**src/mlsc_pkg.sv**
```systemverilog
`timescale 1ns / 1ps
// ----------------------------------------------------------------------------
// mlsc_pkg
// Shared codes, widths and reset values for the motion-linked siren controller.
// ----------------------------------------------------------------------------
package mlsc_pkg;

  // Configuration register widths and reset values
  localparam int SIREN_W      = 10;
  localparam int HOLD_W       = 8;
  localparam int CFG_DATA_W   = 10;
  localparam int CFG_ADDR_W   = 2;

  localparam logic [SIREN_W-1:0] SIREN_RESET = SIREN_W'(10);
  localparam logic [HOLD_W-1:0]  HOLD_RESET  = HOLD_W'(10);

  // Configuration register indexes
  localparam logic [CFG_ADDR_W-1:0] REG_AUTO_LINK = 2'd0;
  localparam logic [CFG_ADDR_W-1:0] REG_SIREN_SEC = 2'd1;
  localparam logic [CFG_ADDR_W-1:0] REG_HOLD_SEC  = 2'd2;

  // Operation mode
  typedef enum logic [1:0] {
    MODE_AUTO  = 2'd0,
    MODE_OPEN  = 2'd1,
    MODE_CLOSE = 2'd2
  } mode_t;

  // Manual command
  localparam logic [1:0] CMD_NONE  = 2'd0;
  localparam logic [1:0] CMD_OPEN  = 2'd1;
  localparam logic [1:0] CMD_CLOSE = 2'd2;

  // Status report to app
  localparam logic [1:0] REP_NONE = 2'd0;
  localparam logic [1:0] REP_ON   = 2'd1;
  localparam logic [1:0] REP_OFF  = 2'd2;

  // Audio action
  localparam logic [1:0] ACT_NONE  = 2'd0;
  localparam logic [1:0] ACT_START = 2'd1;
  localparam logic [1:0] ACT_STOP  = 2'd2;

endpackage

```
**src/motion_linked_siren_controller_top.sv**
```systemverilog
`timescale 1ns / 1ps
// ----------------------------------------------------------------------------
// motion_linked_siren_controller_top
// Poll-step siren controller: motion-linked auto mode with hold-off and
// tail countdown, plus manual open/close commands.
// ----------------------------------------------------------------------------
//  channel | dir | handshake          | word contents
//  --------+-----+--------------------+----------------------------------------
//  in_     | in  | in_tvalid/tready   | one poll step (tick, motion, link, cmd)
//  out_    | out | out_tvalid/tready  | one status word per poll step
//  cfg_    | in  | cfg_we             | register write, index cfg_addr
//
//  One word per clock: each accepted step updates the control state and
//  loads the result register in the same cycle.
//  The result register sets the rate; in_tready drops only while a result
//  is stalled by out_tready. Reset (rst_n low, synchronous) puts the block
//  in auto mode with the siren off and the registers at their defaults.
// ----------------------------------------------------------------------------
module motion_linked_siren_controller_top
  import mlsc_pkg::*;
(
  input  logic                  clk,
  input  logic                  rst_n,
  // bit0 second_tick, bit1 motion_level, bit2 link_enable, bits4:3 command
  input  logic [7:0]            in_tdata,
  input  logic                  in_tvalid,
  output logic                  in_tready,
  // bit0 siren_on, bits2:1 report_event, bits4:3 sound_action, bits6:5 op_mode
  output logic [7:0]            out_tdata,
  output logic                  out_tvalid,
  input  logic                  out_tready,
  input  logic                  cfg_we,
  input  logic [CFG_ADDR_W-1:0] cfg_addr,
  input  logic [CFG_DATA_W-1:0] cfg_wdata
);

  // Configuration registers
  logic               auto_link_on_r;
  logic [SIREN_W-1:0] siren_seconds_r;
  logic [HOLD_W-1:0]  hold_seconds_r;

  // Control state
  mode_t              mode_r, mode_nxt;
  logic               sounding_r, sounding_nxt;
  logic               detect_active_r, detect_active_nxt;
  logic               detect_reported_r, detect_reported_nxt;
  logic [HOLD_W-1:0]  hold_count_r, hold_count_nxt;
  logic               tail_active_r, tail_active_nxt;
  logic [SIREN_W-1:0] tail_count_r, tail_count_nxt;

  // Result register
  logic [7:0]         out_data_r;
  logic               out_valid_r;
  logic [1:0]         report;
  logic [1:0]         action;

  // Input word fields
  logic               tick;
  logic               motion;
  logic               link_en;
  logic [1:0]         cmd;
  logic               in_fire;

  assign tick    = in_tdata[0];
  assign motion  = in_tdata[1];
  assign link_en = in_tdata[2];
  assign cmd     = in_tdata[4:3];

  assign in_tready  = !out_valid_r || out_tready;
  assign in_fire    = in_tvalid && in_tready;
  assign out_tvalid = out_valid_r;
  assign out_tdata  = out_data_r;

  // Configuration writes
  always_ff @(posedge clk) begin
    if (!rst_n) begin
      auto_link_on_r  <= 1'b0;
      siren_seconds_r <= SIREN_RESET;
      hold_seconds_r  <= HOLD_RESET;
    end else if (cfg_we) begin
      unique case (cfg_addr)
        REG_AUTO_LINK: auto_link_on_r  <= cfg_wdata[0];
        REG_SIREN_SEC: siren_seconds_r <= cfg_wdata[SIREN_W-1:0];
        REG_HOLD_SEC:  hold_seconds_r  <= cfg_wdata[HOLD_W-1:0];
        default: ;
      endcase
    end
  end

  // Step logic: manual command first, then the mode behavior
  always_comb begin
    mode_nxt            = mode_r;
    sounding_nxt        = sounding_r;
    detect_active_nxt   = detect_active_r;
    detect_reported_nxt = detect_reported_r;
    hold_count_nxt      = hold_count_r;
    tail_active_nxt     = tail_active_r;
    tail_count_nxt      = tail_count_r;
    report              = REP_NONE;
    action              = ACT_NONE;

    // manual command; a repeated open is ignored, code 3 too
    if (cmd == CMD_OPEN && mode_nxt != MODE_OPEN) begin
      mode_nxt            = MODE_OPEN;
      detect_active_nxt   = 1'b0;
      detect_reported_nxt = 1'b0;
      hold_count_nxt      = '0;
      tail_active_nxt     = 1'b0;
      tail_count_nxt      = '0;
    end else if (cmd == CMD_CLOSE) begin
      if (mode_nxt == MODE_OPEN) begin
        // interrupted open: silent stop, back to auto
        if (sounding_nxt) action = ACT_STOP;
        sounding_nxt        = 1'b0;
        mode_nxt            = MODE_AUTO;
        detect_active_nxt   = 1'b0;
        detect_reported_nxt = 1'b0;
        hold_count_nxt      = '0;
        tail_active_nxt     = 1'b0;
        tail_count_nxt      = '0;
      end else begin
        mode_nxt = MODE_CLOSE;
      end
    end

    unique case (mode_nxt)
      MODE_AUTO: begin
        if (auto_link_on_r && link_en) begin
          if (!tail_active_nxt) begin
            // hold-off tracking of motion
            if (motion) begin
              detect_active_nxt = 1'b1;
              hold_count_nxt    = hold_seconds_r;
            end else if (tick && detect_active_nxt) begin
              if (hold_count_nxt != '0) hold_count_nxt = hold_count_nxt - 1'b1;
              else                      detect_active_nxt = 1'b0;
            end
            if (detect_active_nxt != detect_reported_nxt) begin
              detect_reported_nxt = detect_active_nxt;
              if (detect_active_nxt) begin
                sounding_nxt = 1'b1;
                report       = REP_ON;
                action       = ACT_START;
              end else if (sounding_nxt) begin
                tail_active_nxt = 1'b1;
                tail_count_nxt  = siren_seconds_r;
              end
            end
          end else if (tick) begin
            // tail countdown, motion ignored
            if (tail_count_nxt == '0) begin
              sounding_nxt        = 1'b0;
              report              = REP_OFF;
              action              = ACT_STOP;
              detect_active_nxt   = 1'b0;
              detect_reported_nxt = 1'b0;
              hold_count_nxt      = '0;
              tail_active_nxt     = 1'b0;
              tail_count_nxt      = '0;
            end else begin
              tail_count_nxt = tail_count_nxt - 1'b1;
            end
          end
        end else begin
          // linkage lost
          detect_active_nxt   = 1'b0;
          detect_reported_nxt = 1'b0;
          hold_count_nxt      = '0;
          tail_active_nxt     = 1'b0;
          tail_count_nxt      = '0;
          if (sounding_nxt) begin
            sounding_nxt = 1'b0;
            report       = REP_OFF;
            action       = ACT_STOP;
          end
        end
      end
      MODE_OPEN: begin
        if (!tail_active_nxt) begin
          if (!sounding_nxt) begin
            sounding_nxt = 1'b1;
            report       = REP_ON;
            action       = ACT_START;
          end
          tail_active_nxt = 1'b1;
          tail_count_nxt  = siren_seconds_r;
        end else if (tick) begin
          if (tail_count_nxt == '0) begin
            sounding_nxt        = 1'b0;
            report              = REP_OFF;
            action              = ACT_STOP;
            mode_nxt            = MODE_AUTO;
            detect_active_nxt   = 1'b0;
            detect_reported_nxt = 1'b0;
            hold_count_nxt      = '0;
            tail_active_nxt     = 1'b0;
            tail_count_nxt      = '0;
          end else begin
            tail_count_nxt = tail_count_nxt - 1'b1;
          end
        end
      end
      default: begin
        // manual close: silence and return to auto
        detect_active_nxt   = 1'b0;
        detect_reported_nxt = 1'b0;
        hold_count_nxt      = '0;
        tail_active_nxt     = 1'b0;
        tail_count_nxt      = '0;
        if (sounding_nxt) begin
          sounding_nxt = 1'b0;
          report       = REP_OFF;
          action       = ACT_STOP;
        end
        mode_nxt = MODE_AUTO;
      end
    endcase
  end

  // State and result register
  always_ff @(posedge clk) begin
    if (!rst_n) begin
      mode_r            <= MODE_AUTO;
      sounding_r        <= 1'b0;
      detect_active_r   <= 1'b0;
      detect_reported_r <= 1'b0;
      hold_count_r      <= '0;
      tail_active_r     <= 1'b0;
      tail_count_r      <= '0;
      out_valid_r       <= 1'b0;
    end else begin
      if (in_fire) begin
        mode_r            <= mode_nxt;
        sounding_r        <= sounding_nxt;
        detect_active_r   <= detect_active_nxt;
        detect_reported_r <= detect_reported_nxt;
        hold_count_r      <= hold_count_nxt;
        tail_active_r     <= tail_active_nxt;
        tail_count_r      <= tail_count_nxt;
        out_valid_r       <= 1'b1;
      end else if (out_tready) begin
        out_valid_r <= 1'b0;
      end
    end
  end

  always_ff @(posedge clk) begin
    if (in_fire) begin
      out_data_r <= {1'b0, mode_nxt, action, report, sounding_nxt};
    end
  end

  // Checks
  a_no_close_left: assert property (@(posedge clk) disable iff (!rst_n)
    mode_r != MODE_CLOSE)
    else $error("manual close mode persisted past a step");

  a_tail_needs_siren: assert property (@(posedge clk) disable iff (!rst_n)
    tail_active_r |-> sounding_r)
    else $error("countdown running with siren off");

  a_report_matches_action: assert property (@(posedge clk) disable iff (!rst_n)
    (out_valid_r && out_data_r[2:1] != REP_NONE) |-> out_data_r[4:3] == out_data_r[2:1])
    else $error("report without matching audio action");

  a_report_on_sounds: assert property (@(posedge clk) disable iff (!rst_n)
    (out_valid_r && out_data_r[2:1] == REP_ON) |-> out_data_r[0])
    else $error("on report with siren off");

endmodule

```
**config.mk**
```make
export PLATFORM = sky130hd
export DESIGN_NAME = motion_linked_siren_controller_top
export DESIGN_NICKNAME = d
export VERILOG_FILES = /design/src/mlsc_pkg.sv /design/src/motion_linked_siren_controller_top.sv
export SDC_FILE = /design/constraint.sdc
export NUM_CORES = 1
export LEC_CHECK = 0
export BUFFER_PORTS_ARGS = -buffer_cell sky130_fd_sc_hd__clkbuf_2
export CAP_MARGIN = 10
export CORE_MARGIN = 5
export CORE_UTILIZATION = 59
export CTS_CLUSTER_DIAMETER = 40
export DETAILED_ROUTE_END_ITERATION = 12
export GPL_ROUTABILITY_DRIVEN = 0
export HOLD_SLACK_MARGIN = 0.15
export PLACE_DENSITY = 0.8
export SYNTH_ARGS = -nofsm -noshare
export SYNTH_HDL_FRONTEND = slang
export SYNTH_SLANG_ARGS = --single-unit
```
**constraint.sdc**
```tcl
create_clock -name clk -period 4.88 [get_ports clk]
set_clock_uncertainty 0.15 [all_clocks]
set_input_delay 0.976 -clock clk [delete_from_list [all_inputs] [get_ports clk]]
set_output_delay 0.976 -clock clk [all_outputs]
set_load 0.01 [all_outputs]
```
==> run_results.csv <==
group,metric,value,unit
yosys,synth_flop_cell,"sky130_fd_sc_hd__dfxtp_1",
yosys,synth_top_family_by_area,"compound AO/OA/AOI/OAI gates",
floorplan,die_height,81.76,microns
clocking,cts.htree.levels,2,
placement,dp_hpwl,5456,microns
sta,minimum_period_implied_by_the_final_worst_setup_slack,4319,ps
pwr,power_frac_seq,51.4,%
grt,number_of_global_route_vias_before_repair,2636,
grt,globalRouteTotalUtil,24.09,%
yosys,post_synth_and_or_nand_nor_area_fraction,24.22,%
route,avgViaCountPerCell,6.466,
yosys,synth_cells,349,
outcome,result_of_the_run,"finished clean",
floorplan,initial_core_util,60.25,%
final_layout,most_common_library_cell_in_the_layout_ignoring_fill_and_taps,"sky130_fd_sc_hd__dfxtp_1",
pwr,pwr_density_cell,259.3,mW/mm^2
clocking,clock_path_buffers,2,
route,routed_wl,7460,microns
final_layout,layout-area-overhead-vs-synth,8.649,%
yosys,synth_adder_area_share,1.647,%
yosys,muxShareOfSynthArea,6.260,%
yosys,synth_xor_area_share,1.153,%
floorplan,row_count,26,
yosys,post-synth-top-area-fraction,29.00,%
grt,grt_first_pass_wirelength,12610,microns
route,highest_signal_layer_in_the_routed_design,"met4",
clocking,clock_tree.root_cell,"sky130_fd_sc_hd__clkbuf_8",
route,first_pass_iters,5,
sta,finalHoldViolations,0,
yosys,yosys_register_bits,50,
sta,number_of_setup_violations_in_the_final_report,0,
sta,drv_slew,0,
floorplan,die-area,0.006684,sq mm
pwr,leakagePower,1.319,nW
final_layout,highest_count_cells_in_the_layout_ignoring_fill_and_taps,"sky130_fd_sc_hd__dfxtp_1 (44), sky130_fd_sc_hd__nand2_1 (35), sky130_fd_sc_hd__clkbuf_2 (30)",
grt,grt_start_max_net_pins,31,
yosys,share_of_synthesized_area_occupied_by_flip_flops_and_latches,34.93,%
route,route.detailed.wl_per_inst,16.95,microns
critical_path,worst-endpoint-required,4930,ps
placement,number_of_buffer_cells_added_on_primary_ports,30,
sta,min_period_over_period,88.51,%
pwr,fraction_of_power_consumed_by_the_clock_network,32.6,%
clocking,worstSkewPairLatency,310,ps
clocking,post_cts_clock_slew_at_the_launch_and_capture_registers_of_the_worst_setup_and_hold_paths,100,ps
sta,tightest_slew,662.5,ps
yosys,syn-mean-instance-area,8.705,sq um
route,drtAntennaViolNets,0,
final_layout,diodes,0,
yosys,synth.largest_area_cell,"sky130_fd_sc_hd__dfxtp_1",
route,remaining_drc_errors,0,
yosys,synth_cell_type_count,73,
yosys,synth_enable_flop_cells,6,
grt,grt_antenna_before_repair,0,
final_layout,nets_finish,398,
critical_path,worst_setup_path_start_kind,"primary input",
critical_path,crit_fanout,9,
clocking,postCtsSetupRepairBufs,0,
final_layout,fin_area,0.003301,sq mm
job,number_of_violations_of_the_max_capacitance_limit,0,
critical_path,worst_ep_arrival_time,4370,ps
clocking,tritoncts,"done",
clocking,cts_resized,0,
route,drt_iter0_markers,301,
grt,gr-total-overflow,0,
sta,setup-tns-final,0,ps
sta,worst_case_headroom_to_the_max_slew_limit,55.54,%
yosys,post_synth_arst_share,0,%
route,vias,2845,
pwr,power.switching_fraction,28.13,%
yosys,synthesis.area,0.003038,sq mm
floorplan,pin_count,35,
clocking,cts_sinks,50,
route,wl_met2,3509,microns
worst_hold_path,timing.hold.worst.class,"flip-flop to flip-flop",
sta,rsz_0062_raised_after_global_routing,"false",
floorplan,coreArea,0.005042,sq mm
pwr,p_switching,0.2408,mW
sta,fmax,231.5,MHz
pwr,max-vdd-ir-drop,196.0,uV
pwr,combinational_group_share_of_total_power,16.0,%
final_layout,final-instance-count-excl-fill,440,
placement,placed_cell_area,0.003193,sq mm
yosys,yosys_warnings,0,
final_layout,post_route_cells_drive_above_1_share,15.14,%
placement,place_inst,432,
route,wl_met1,3373,microns
yosys,synth_area_leaders,"sky130_fd_sc_hd__dfxtp_1 (29%), sky130_fd_sc_hd__mux2i_1 (6.3%), sky130_fd_sc_hd__edfxtp_1 (5.9%)",
clocking,clock_buffer_count_from_cts,5,
final_layout,final_core_utilization,65.46,%
yosys,synthesized_area_fraction_occupied_by_ao_oa_aoi_and_oai_cells,28.09,%
critical_path,criticalPathCategory,"primary input to flip-flop",
clocking,cts-hold-fix-buffers,0,
critical_path,critPathCaptureType,"flip-flop",
floorplan,chipWidth,81.76,microns
route,met3_length,480,microns
pwr,internal_power,0.6151,mW
## synthesized netlist by cell type (3+ instances only)
| cell type | count |
|---|---|
| sky130_fd_sc_hd__nor2b_1 | 18 |
| sky130_fd_sc_hd__nor4_1 | 5 |
| sky130_fd_sc_hd__nand2b_1 | 6 |
| sky130_fd_sc_hd__a21o_1 | 5 |
| sky130_fd_sc_hd__nor3_1 | 4 |
| sky130_fd_sc_hd__o211ai_1 | 4 |
| sky130_fd_sc_hd__a22oi_1 | 6 |
| sky130_fd_sc_hd__edfxtp_1 | 6 |
| sky130_fd_sc_hd__nand3_1 | 10 |
| sky130_fd_sc_hd__nand2_1 | 35 |
| sky130_fd_sc_hd__dfxtp_1 | 44 |
| sky130_fd_sc_hd__buf_4 | 3 |
| sky130_fd_sc_hd__a21oi_1 | 24 |
| sky130_fd_sc_hd__ha_1 | 4 |
| sky130_fd_sc_hd__o21ai_1 | 4 |
| sky130_fd_sc_hd__o2bb2ai_1 | 5 |
| sky130_fd_sc_hd__nand3b_1 | 3 |
| sky130_fd_sc_hd__buf_2 | 3 |
| sky130_fd_sc_hd__clkbuf_1 | 12 |
| sky130_fd_sc_hd__mux2i_1 | 19 |
| sky130_fd_sc_hd__o41ai_1 | 3 |
| sky130_fd_sc_hd__o31ai_1 | 3 |
| sky130_fd_sc_hd__or3_1 | 3 |
| sky130_fd_sc_hd__o21ai_0 | 20 |
| sky130_fd_sc_hd__a221oi_1 | 8 |
| sky130_fd_sc_hd__a211oi_1 | 4 |
| sky130_fd_sc_hd__xnor2_1 | 3 |
| sky130_fd_sc_hd__inv_1 | 4 |
| sky130_fd_sc_hd__and3_1 | 5 |
| sky130_fd_sc_hd__nor2_1 | 24 |
| sky130_fd_sc_hd__a31oi_1 | 4 |
## path summary, 6_finish.rpt
| check | from | end | slack (ps) | depth (start not counted) |
|---|---|---|---|---|
| setup / recovery | in_tdata[4] | tail_count_r[4]$_SDFFE_PN0P_ | 560 | 14 |
| hold / removal | detect_reported_r$_SDFFE_PN0P_ | detect_reported_r$_SDFFE_PN0P_ | 310 | 1 |
| setup reg to reg | mode_r[0]$_SDFFE_PN0P_ | tail_count_r[4]$_SDFFE_PN0P_ | 830 | 13 |
| hold reg to reg | detect_reported_r$_SDFFE_PN0P_ | detect_reported_r$_SDFFE_PN0P_ | 310 | 1 |
## flip-flops by register name (all words and copies together) (netlist names), 2 cells and up
| signal | cells |
|---|---|
| hold_count_r | 8 |
| hold_seconds_r | 8 |
| mode_r | 2 |
| out_tdata | 6 |
| siren_seconds_r | 10 |
| tail_count_r | 10 |
## power by group through the flow
stage | logic [mW] | clock network, mW | registers (mW)
final | 0.137 | 0.279 | 0.440
after CTS | 0.135 | 0.283 | 0.440
after global placement | 0.132 | 0 | 0.449
after global routing | 0.151 | 0.302 | 0.442
after detailed placement | 0.134 | 0 | 0.449
after floorplan | 0.0991 | 0 | 0.447
## per-layer routing
layer	up-vias	track usage [%]
met5	-	0
met4	0	9.468
met1	1350	32.47
met3	12	3.838
li1	1362	-
met2	121	38.45
## critical path, cell delays in order
cell                       delay (ps)
sky130_fd_sc_hd__clkbuf_2         160
sky130_fd_sc_hd__and2b_1          360
sky130_fd_sc_hd__a21oi_1          160
sky130_fd_sc_hd__nand2_1          120
sky130_fd_sc_hd__ha_1             190
sky130_fd_sc_hd__nand4_1          160
sky130_fd_sc_hd__and3_1           230
sky130_fd_sc_hd__or2_2            280
sky130_fd_sc_hd__ha_1             320
sky130_fd_sc_hd__or4b_4           540
sky130_fd_sc_hd__a31oi_4          280
sky130_fd_sc_hd__o31ai_2          180
sky130_fd_sc_hd__a221oi_1         340
sky130_fd_sc_hd__nor2_1            80
## through the flow
stage | setup WS (ps) | hold WS, ps | total power [mW]
floorplan | 440.1 | 276.2 | 0.5457
global placement | 312.5 | 289.8 | 0.5807
detailed placement | 264.7 | 294.7 | 0.5838
CTS | 585.5 | 317.7 | 0.8581
global route | 304.8 | 334.2 | 0.8940
finish | 560.8 | 314.0 | 0.8559
## kinds of logic after synthesis
kind of cell	count (synthesis)
buffers and inverters	23
xor gates and xnor gates	4
other	1
and+or+nand+nor	133
adders and majority gates	4
AOI/OAI and AO/OA	115
muxes	19
DFF	50
## area by class of cell
cell class / instances / area [sq um]
flip-flops and latches: 50 / 1061
clock buffers: 6 / 93.84
fillers: 438 / 1742
inverters: 4 / 15.01
multi-input cells: 277 / 1872
repair buffers: 31 / 157.7
clock inverters: 2 / 13.76
well taps: 70 / 87.58
No activity file was read; power rests on OpenSTA's default activity.
